File: config.mk
export PLATFORM = sky130hd
export DESIGN_NAME = dxt1_dxt5_block_decoder
export DESIGN_NICKNAME = d
export VERILOG_FILES = /design/src/rtl/dxt_pkg.sv /design/src/rtl/dxt1_dxt5_block_decoder.sv
export VERILOG_INCLUDE_DIRS = /design/src /design/src/rtl
export SDC_FILE = /design/constraint.sdc
export NUM_CORES = 2
export LEC_CHECK = 0
export BUFFER_PORTS_ARGS = -buffer_cell sky130_fd_sc_hd__buf_2
export CAP_MARGIN = 25
export CORE_MARGIN = 2
export CORE_UTILIZATION = 45
export DETAILED_ROUTE_END_ITERATION = 7
export SYNTH_ARGS = -nofsm -noshare
export SYNTH_HDL_FRONTEND = slang
export SYNTH_SLANG_ARGS = --single-unit
File: constraint.sdc
create_clock -name clk -period 8.69 [get_ports clk]
set_input_delay 2.607 -clock clk [delete_from_list [all_inputs] [get_ports clk]]
set_output_delay 2.607 -clock clk [all_outputs]
set_load 0.05 [all_outputs]
File: src/rtl/dxt1_dxt5_block_decoder_assert.svh
// Assertion macros for the DXT1 / DXT5 block decoder.
// Both macros sample on the rising edge of clk and are disabled while rst_n is low.
`ifndef DXT1_DXT5_BLOCK_DECODER_ASSERT_SVH
`define DXT1_DXT5_BLOCK_DECODER_ASSERT_SVH

// The consequent must hold in the same cycle as the antecedent.
`define DXT_ASSERT_SAME(label, ante, cons) \
    label: assert property (@(posedge clk) disable iff (!rst_n) (ante) |-> (cons)) \
        else $error("dxt decoder assertion failed");

// The consequent must hold in the cycle after the antecedent.
`define DXT_ASSERT_NEXT(label, ante, cons) \
    label: assert property (@(posedge clk) disable iff (!rst_n) (ante) |=> (cons)) \
        else $error("dxt decoder assertion failed");

`endif

File: src/rtl/dxt_pkg.sv
// Package for the DXT1 / DXT5 block decoder: beat types and palette arithmetic.
// It has no dependencies.
`timescale 1ns / 1ps
`default_nettype none

package dxt_pkg;

    typedef struct packed {
        logic [63:0] block_low;
        logic [63:0] block_high;
    } dxt_in_t;

    typedef struct packed {
        logic [31:0] pixel;
        logic [3:0]  pixel_position;
        logic        last_pixel;
    } dxt_out_t;

    localparam int unsigned NumPixels = 16;
    localparam logic [3:0]  LastPos   = 4'(NumPixels - 1);
    localparam logic [7:0]  AlphaOpaque = 8'hFF;

    // Widen a 565 color to 8 bits per channel: red 7:0, green 15:8, blue 23:16.
    function automatic logic [23:0] expand565(input logic [15:0] v);
        logic [7:0] r;
        logic [7:0] g;
        logic [7:0] b;
        r = {v[15:11], v[15:13]};
        g = {v[10:5], v[10:9]};
        b = {v[4:0], v[4:2]};
        return {b, g, r};
    endfunction

    // Truncating division by 3 for values up to 765.
    function automatic logic [7:0] div3(input logic [9:0] v);
        logic [20:0] p;
        p = 21'(v) * 21'd683;
        return p[18:11];
    endfunction

    // Truncating division by 5 for values up to 1275.
    function automatic logic [7:0] div5(input logic [10:0] v);
        logic [24:0] p;
        p = 25'(v) * 25'd3277;
        return p[21:14];
    endfunction

    // Truncating division by 7 for values up to 1785.
    function automatic logic [7:0] div7(input logic [10:0] v);
        logic [24:0] p;
        p = 25'(v) * 25'd2341;
        return p[21:14];
    endfunction

    // Per channel (2*a + b) / 3, truncated.
    function automatic logic [23:0] mix_third(input logic [23:0] a, input logic [23:0] b);
        logic [23:0] res;
        for (int k = 0; k < 3; k++)
        begin
            res[8*k +: 8] = div3({1'b0, a[8*k +: 8], 1'b0} + {2'b00, b[8*k +: 8]});
        end
        return res;
    endfunction

    // Per channel (a + b) / 2, truncated.
    function automatic logic [23:0] mix_half(input logic [23:0] a, input logic [23:0] b);
        logic [23:0] res;
        logic [8:0]  s;
        for (int k = 0; k < 3; k++)
        begin
            s = {1'b0, a[8*k +: 8]} + {1'b0, b[8*k +: 8]};
            res[8*k +: 8] = s[8:1];
        end
        return res;
    endfunction

endpackage

`default_nettype wire

File: src/rtl/dxt1_dxt5_block_decoder.sv
// DXT1 / DXT5 (BC1 / BC3) block decoder: one 4x4 block in, sixteen 32-bit pixels out.
// Depends on dxt_pkg and on the assertion macros in dxt1_dxt5_block_decoder_assert.svh.
//
// A block beat enters an input register; the color and alpha palettes are built from it
// into a palette register, and the pixel selection runs one pixel a cycle, unless out_stall
// holds it, into the output register. A block thus passes the input, palette and output
// registers in that order. The input register takes the next block while the current
// one is still being emitted. format_mode is written through cfg_we / cfg_data and must
// only change while idle.
`timescale 1ns / 1ps
`default_nettype none
`include "dxt1_dxt5_block_decoder_assert.svh"

module dxt1_dxt5_block_decoder
(
    input  wire logic             clk,
    input  wire logic             rst_n,
    input  wire logic             cfg_we,
    input  wire logic             cfg_data,
    input  wire logic             in_valid,
    output logic                  in_stall,
    input  wire dxt_pkg::dxt_in_t in_data,
    output logic                  out_valid,
    input  wire logic             out_stall,
    output dxt_pkg::dxt_out_t     out_data
);
    import dxt_pkg::*;

    logic             format_mode_reg;
    logic             in_full_reg;
    dxt_in_t          in_reg;

    logic             pal_valid_reg;
    logic [3:0]       cnt_reg;
    logic             pal_dxt5_reg;
    logic [23:0]      cpal_reg [4];
    logic [7:0]       apal_reg [8];
    logic [31:0]      cidx_reg;
    logic [47:0]      aidx_reg;

    logic             out_valid_reg;
    dxt_out_t         out_reg;

    logic             out_advance;
    logic             emit;
    logic             pal_done;
    logic             load_pal;
    logic             in_accept;

    logic [63:0]      cword;
    logic [15:0]      e0;
    logic [15:0]      e1;
    logic [23:0]      c0;
    logic [23:0]      c1;
    logic             four_color;
    logic [23:0]      cpal_next [4];
    logic [7:0]       a0;
    logic [7:0]       a1;
    logic [7:0]       apal_next [8];
    logic [7:0]       alpha_sel;
    logic [23:0]      color_sel;

    assign out_advance = !out_valid_reg || !out_stall;
    assign emit        = pal_valid_reg && out_advance;
    assign pal_done    = emit && (cnt_reg == LastPos);
    assign load_pal    = in_full_reg && (!pal_valid_reg || pal_done);
    assign in_stall    = in_full_reg && !load_pal;
    assign in_accept   = in_valid && !in_stall;

    assign out_valid = out_valid_reg;
    assign out_data  = out_reg;

    always_comb
    begin
        cword      = format_mode_reg ? in_reg.block_high : in_reg.block_low;
        e0         = cword[15:0];
        e1         = cword[31:16];
        c0         = expand565(e0);
        c1         = expand565(e1);
        four_color = format_mode_reg || (e0 > e1);
        cpal_next[0] = c0;
        cpal_next[1] = c1;
        if (four_color)
        begin
            cpal_next[2] = mix_third(c0, c1);
            cpal_next[3] = mix_third(c1, c0);
        end
        else
        begin
            cpal_next[2] = mix_half(c0, c1);
            cpal_next[3] = '0;
        end

        a0 = in_reg.block_low[7:0];
        a1 = in_reg.block_low[15:8];
        apal_next[0] = a0;
        apal_next[1] = a1;
        for (int i = 2; i < 8; i++)
        begin
            apal_next[i] = '0;
        end
        if (a0 > a1)
        begin
            for (int i = 2; i < 8; i++)
            begin
                apal_next[i] = div7(11'(8 - i) * {3'b000, a0} + 11'(i - 1) * {3'b000, a1});
            end
        end
        else
        begin
            for (int i = 2; i < 6; i++)
            begin
                apal_next[i] = div5(11'(6 - i) * {3'b000, a0} + 11'(i - 1) * {3'b000, a1});
            end
            apal_next[6] = 8'h00;
            apal_next[7] = 8'hFF;
        end
    end

    assign color_sel = cpal_reg[cidx_reg[1:0]];
    assign alpha_sel = pal_dxt5_reg ? apal_reg[aidx_reg[2:0]] : AlphaOpaque;

    always_ff @(posedge clk or negedge rst_n)
    begin
        if (!rst_n)
        begin
            format_mode_reg <= 1'b0;
            in_full_reg     <= 1'b0;
            pal_valid_reg   <= 1'b0;
            cnt_reg         <= '0;
            out_valid_reg   <= 1'b0;
        end
        else
        begin
            if (cfg_we)
            begin
                format_mode_reg <= cfg_data;
            end
            if (in_accept)
            begin
                in_full_reg <= 1'b1;
            end
            else if (load_pal)
            begin
                in_full_reg <= 1'b0;
            end
            if (load_pal)
            begin
                pal_valid_reg <= 1'b1;
                cnt_reg       <= '0;
            end
            else if (emit)
            begin
                cnt_reg <= cnt_reg + 4'd1;
                if (pal_done)
                begin
                    pal_valid_reg <= 1'b0;
                end
            end
            if (out_advance)
            begin
                out_valid_reg <= emit;
            end
        end
    end

    always_ff @(posedge clk)
    begin
        if (in_accept)
        begin
            in_reg <= in_data;
        end
        if (load_pal)
        begin
            pal_dxt5_reg <= format_mode_reg;
            cpal_reg     <= cpal_next;
            apal_reg     <= apal_next;
            cidx_reg     <= cword[63:32];
            aidx_reg     <= in_reg.block_low[63:16];
        end
        else if (emit)
        begin
            cidx_reg <= {2'b00, cidx_reg[31:2]};
            aidx_reg <= {3'b000, aidx_reg[47:3]};
        end
        if (emit)
        begin
            out_reg.pixel          <= {alpha_sel, color_sel};
            out_reg.pixel_position <= cnt_reg;
            out_reg.last_pixel     <= (cnt_reg == LastPos);
        end
    end

    `DXT_ASSERT_SAME(a_last_marks_end, out_valid_reg,
        out_reg.last_pixel == (out_reg.pixel_position == LastPos))
    `DXT_ASSERT_NEXT(a_dxt1_opaque, emit && !pal_dxt5_reg, out_reg.pixel[31:24] == AlphaOpaque)
    `DXT_ASSERT_NEXT(a_position_steps, out_valid_reg && !out_stall && !out_reg.last_pixel,
        out_valid_reg && (out_reg.pixel_position == $past(out_reg.pixel_position) + 4'd1))

endmodule

`default_nettype wire

=== After elaboration in Yosys (flattened, before gate mapping) ===
Index checks and enable logic that the tools add are counted.

* Output and inout port bits: 39
* Flip-flop bits (word level): 414
* Bits of input ports: 134

* Magnitude comparators: 4
* Bitwise operators: 2
* Multiplexer cells: 20
* Eq/ne operators: 1
* Add/subtract/negate cells: 20
* Reduce and logical (&&, ||, !) cells: 17
* $mul: 22

{| class="wikitable"
|+ Operator list
! operator !! number
|-
| multiplier 11 x 12 -> 22 bit, second input constant || 10
|-
| 2-to-1 mux 48 bit || 4
|-
| multiplier 10 x 10 -> 19 bit, second input constant || 6
|-
| 2-to-1 mux 32 bit || 2
|-
| 2-to-1 mux 64 bit || 1
|-
| adder 9 x 8 -> 10 bit || 6
|-
| binary-select mux 24 bit (select 2 bit) || 1
|-
| 2-to-1 mux 24 bit || 2
|-
| multiplier 2 x 8 -> 10 bit, first input constant || 4
|-
| adder 8 x 8 -> 9 bit || 3
|-
| binary-select mux 8 bit (select 3 bit) || 1
|-
| adder 10 x 10 -> 11 bit || 2
|-
| multiplier 3 x 8 -> 11 bit, first input constant || 2
|-
| > comparator 16 bit || 1
|-
| 2-to-1 mux 8 bit || 2
|-
| adder 10 x 8 -> 11 bit || 1
|-
| adder 10 x 9 -> 11 bit || 1
|-
| adder 11 x 8 -> 11 bit || 1
|-
| adder 11 x 9 -> 11 bit || 1
|-
| adder 8 x 10 -> 11 bit || 1
|-
| adder 8 x 11 -> 11 bit || 1
|-
| adder 9 x 10 -> 11 bit || 1
|-
| adder 9 x 11 -> 11 bit || 1
|-
| > comparator 8 bit || 1
|-
| 13 further kinds || 30
|}

=== Longest topological paths before layout ===
* Depth in word-level cells: 11
* Depth in mapped cells: 31
* Depth with buffers taken out: 31

=== Worst setup path after synthesis ===
OpenSTA, ideal clock, no wires.

* Path type: in2reg
* Start: input out_stall
* End: register apal_reg[0] (netlist name), enable pin
* Arrival time: 7.259 ns
* Path buffers: 1
* Stages: 6
* Path slack: 0.865 ns
* Library setup time: 0.566 ns
* Data required time: 8.124 ns
* Cells stage by stage: nand2_1 nand2_1 nand2_1 nand2_1 inv_1 clkbuf_1

* Cells in the longest elaborated chain, start to end: 6

{| class="wikitable"
|+ RTL lines
! what !! RTL line !! source
|-
| from (decl) || dxt1_dxt5_block_decoder.sv:24 || <nowiki>input wire logic out_stall,</nowiki>
|-
| zero test 1 bit || dxt1_dxt5_block_decoder.sv:63 || <nowiki>assign out_advance = !out_valid_reg || !out_stall;</nowiki>
|-
| logical OR 1 bit || dxt1_dxt5_block_decoder.sv:63 ||
|-
| logical AND 1 bit || dxt1_dxt5_block_decoder.sv:64 || <nowiki>assign emit = pal_valid_reg && out_advance;</nowiki>
|-
| logical AND 1 bit || dxt1_dxt5_block_decoder.sv:65 || <nowiki>assign pal_done = emit && (cnt_reg == LastPos);</nowiki>
|-
| logical OR 1 bit || dxt1_dxt5_block_decoder.sv:66 || <nowiki>assign load_pal = in_full_reg && (!pal_valid_reg || pal_done);</nowiki>
|-
| logical AND 1 bit || dxt1_dxt5_block_decoder.sv:66 ||
|-
| net load_pal || dxt1_dxt5_block_decoder.sv:47 || <nowiki>logic load_pal;</nowiki>
|-
| to (signal assigned) || dxt1_dxt5_block_decoder.sv:177 || <nowiki>apal_reg <= apal_next;</nowiki>
|-
| to (decl) || dxt1_dxt5_block_decoder.sv:37 || <nowiki>logic [7:0] apal_reg [8];</nowiki>
|}

The timed path passes the listed nets, and every way through them passes these cells.
A chain may end at the register's enable or synchronous reset.

==> results.yml <==
clocking:
  cts_tree: "yes"
  insertion_delay_ps: 670
  numClockSinks: 398
  root_buffer: "clkbuf_16"
  cts_buffers: 48
  cts.clk_slew.worst_paths_ps: 60
  cts.path.max_buffers: 3
  clock_tree.htree_level_count: 2
die:
  design.portCount: 173
  die_x_um: 331
  die_extent_in_y_um: 331
  floorplan_row_count: 119
  core_area_sq_um: 106000
  initial_utilization_pct: 45.5
  die_area_sq_um: 109000
timing:
  max_transition_margin_pct: 31.9
  timing.final.setup_violations: 0
  hold_viol: 0
  final.setup.tns_ps: 0
  drv_slew: 0
  worst-slew-pin-transition_ps: 1010
  maxClockFrequency_mhz: 124
  finalClockSkew_ps: 73.4
  finalWorstSetupSlack_ps: 614
  finalCritPeriodShare_pct: 92.9
  finalCriticalPeriod_ps: 8080
  grt_setup_unrepaired: "no"
route:
  post-route-drc-count: 0
  drt-initial-drc-count: 1822
  detailroute.wirelength.met2_mm: 53.6
  drt-met1-wl_mm: 50.6
  dr_total_vias: 31800
  via_per_inst: 5.26
  totalWireLength_mm: 114
  antenna_violating_nets_left: 0
  drt-wirelength-per-cell_um: 18.8
  route.met3.wl_mm: 5.92
  detailedRoute.firstPassIterationCount: 6
  maxUsedRoutingLayer: "met5"
finish:
  layout.cells.non_filler: 6047
  area_delta_synth_final_pct: 9.19
  largest_register_ffs: 112
  n_fill_cell: 9592
  layout_common_cells: "1146 x ha_1, 735 x inv_1, 390 x edfxtp_1"
  finish.net_count: 6264
  most_common_library_cell_in_the_layout_ignoring_fill_and_taps: "ha_1"
  share_of_cells_above_drive_strength_1_pct: 8.64
  finalInstanceArea_sq_um: 52400
yosys:
  synth.avg_cell_area_sq_um: 10.9
  mappedNetlistArea_sq_um: 48000
  yosysTopAreaCell: "ha_1"
  ys_top_cells_by_area: "ha_1 30%, edfxtp_1 24%, fa_1 15%"
  post_synthesis_cell_count: 4396
  net_count_after_synthesis: 6047
  synth_seq_cells: 398
  synth-async-reset-ratio_pct: 2.01
  synth_seq_area_share_pct: 24.8
  ys.warnings.count: 0
  synth.top_cell.area_share_pct: 29.9
  synth-edff-count: 390
  synth_flop_cell: "edfxtp_1"
  synth_cell_type_count: 91
worst_setup_path:
  critPathLaunchType: "flip-flop"
  ff2ff_setup_slack_ps: 610
  worstSetupPathDepth: 27
  endpoint: "apal_reg[39]"
  path_delay_family: "adder cells"
  reg2regPathDepth: 27
  arrival_ps: 8410
  critical_path_source: "a0[1]"
  reg2reg_start: "a0[1]"
  worst_setup_path_end_kind: "flip-flop"
  worst_path_largest_cell_delay_ps: 590
  timing_worst_setup_path_type: "flip-flop to flip-flop"
  path_buf_inv: 4
  timing.critical_path.fanout_max: 8
  regToRegEndpoint: "apal_reg[39]"
  timing.critical_path.required_ps: 9020
  crit_path_slowest_cell: "a2111oi_1"
placement:
  gpl.final_weighted_congestion: 0.897
  post_detail_place_hpwl_mm: 93.5
  dpl.cell_count: 5952
  cell_area_after_placement_sq_um: 50800
  buffer_ports.inserted: 172
  pre_cts_ws_ps: 647
global_route:
  antenna_found_initial: 7
  grt_first_pass_wirelength_mm: 180
  grt_max_degree: 110
  grt-ovfl-total: 0
  grt.total_usage_pct: 21.4
  grt_pass1_vias: 32700
run:
  cap_violations: 0
hold_path:
  timing.hold.worst.class: "flip-flop to flip-flop"
status:
  run_status: "finished, final reports clean"
==> layout make-up <==
type	count	area [sq um]	share of cell area [%]
antenna	3	7.51	0.0143
tap	1391	1740	3.32
clock inverter	28	304	0.580
inverter	737	2780	5.29
multi-input combinational	3208	33200	63.2
clock buffer	62	1300	2.49
timing repair buffer	220	1240	2.37
sequential	398	11900	22.7
==> cells in the mapped netlist (63+ instances only) <==
library cell	count
inv_1	737
a21o_1	63
o21ai_0	135
xor2_1	83
a21oi_1	200
xnor2_1	197
mux2i_1	67
fa_1	371
nand2_1	287
nor2_1	146
edfxtp_1	390
ha_1	1146
==> through the flow <==
| stage | hold WS [ps] | utilization, % |
|---|---|---|
| detailed placement | 488 | 48.1 |
| CTS | 482 | 49.6 |
| global route | 518 | 49.7 |
| floorplan | 447 | - |
| global placement | 491 | 48.1 |
| finish | 498 | 49.7 |
==> how the worst min path moves through the flow <==
| stage | endpoint | cells past startpoint | slack, ps | from |
|---|---|---|---|---|
| 2_1_floorplan | pal_dxt5_reg | 0 | 450 | format_mode_reg |
| 3_3_place_gp | out_data[4] | 0 | 490 | cnt_reg[3] |
| 3_5_place_dp | out_data[4] | 0 | 490 | cnt_reg[3] |
| 4_1_cts | aidx_reg[3] | 2 | 480 | aidx_reg[6] |
| 5_1_grt | aidx_reg[3] | 2 | 520 | aidx_reg[6] |
| 6_report | aidx_reg[3] | 2 | 500 | aidx_reg[6] |
==> worst reg2reg max path, delay by kind of cell (launching register included) <==
family | cells | cell delay, ps
xor gates and xnor gates | 2 | 530
muxes | 1 | 70
DFF | 1 | 400
adders and majority gates | 8 | 3460
and+or+nand+nor | 3 | 370
AOI/OAI and AO/OA | 9 | 2530
buffers and inverters | 4 | 390
==> what timing repair did <==
item                                   4_1_cts  5_1_grt
resized for setup                            0        1
hold buffers                                 0        0
endpoints found under the hold margin        0        0
setup buffers                                0        0
setup endpoints to repair                    0        2
==> per-layer routing <==
layer  vias to the layer above  GRT usage, %
li1                      15700             -
met1                     15300          28.9
met2                       675          35.8
met3                       159          2.80
met4                         2          6.44
met5                         -             0
==> kinds of logic (layout without fill, tap and decap cells) <==
logic type,after synthesis,after routing,share of synthesized area (%)
fa+ha+maj,1517,1517,45.3
simple gates,672,672,6.43
mux,117,117,3.51
other cells,0,3,0
xor+xnor,286,286,5.36
buf+inv,790,1047,6.23
compound gates,616,616,8.34
flops,398,398,24.8
Power is left out: the tool's default activity adds up to more than one toggle a clock period on the data nets, which glitch-free logic cannot reach.
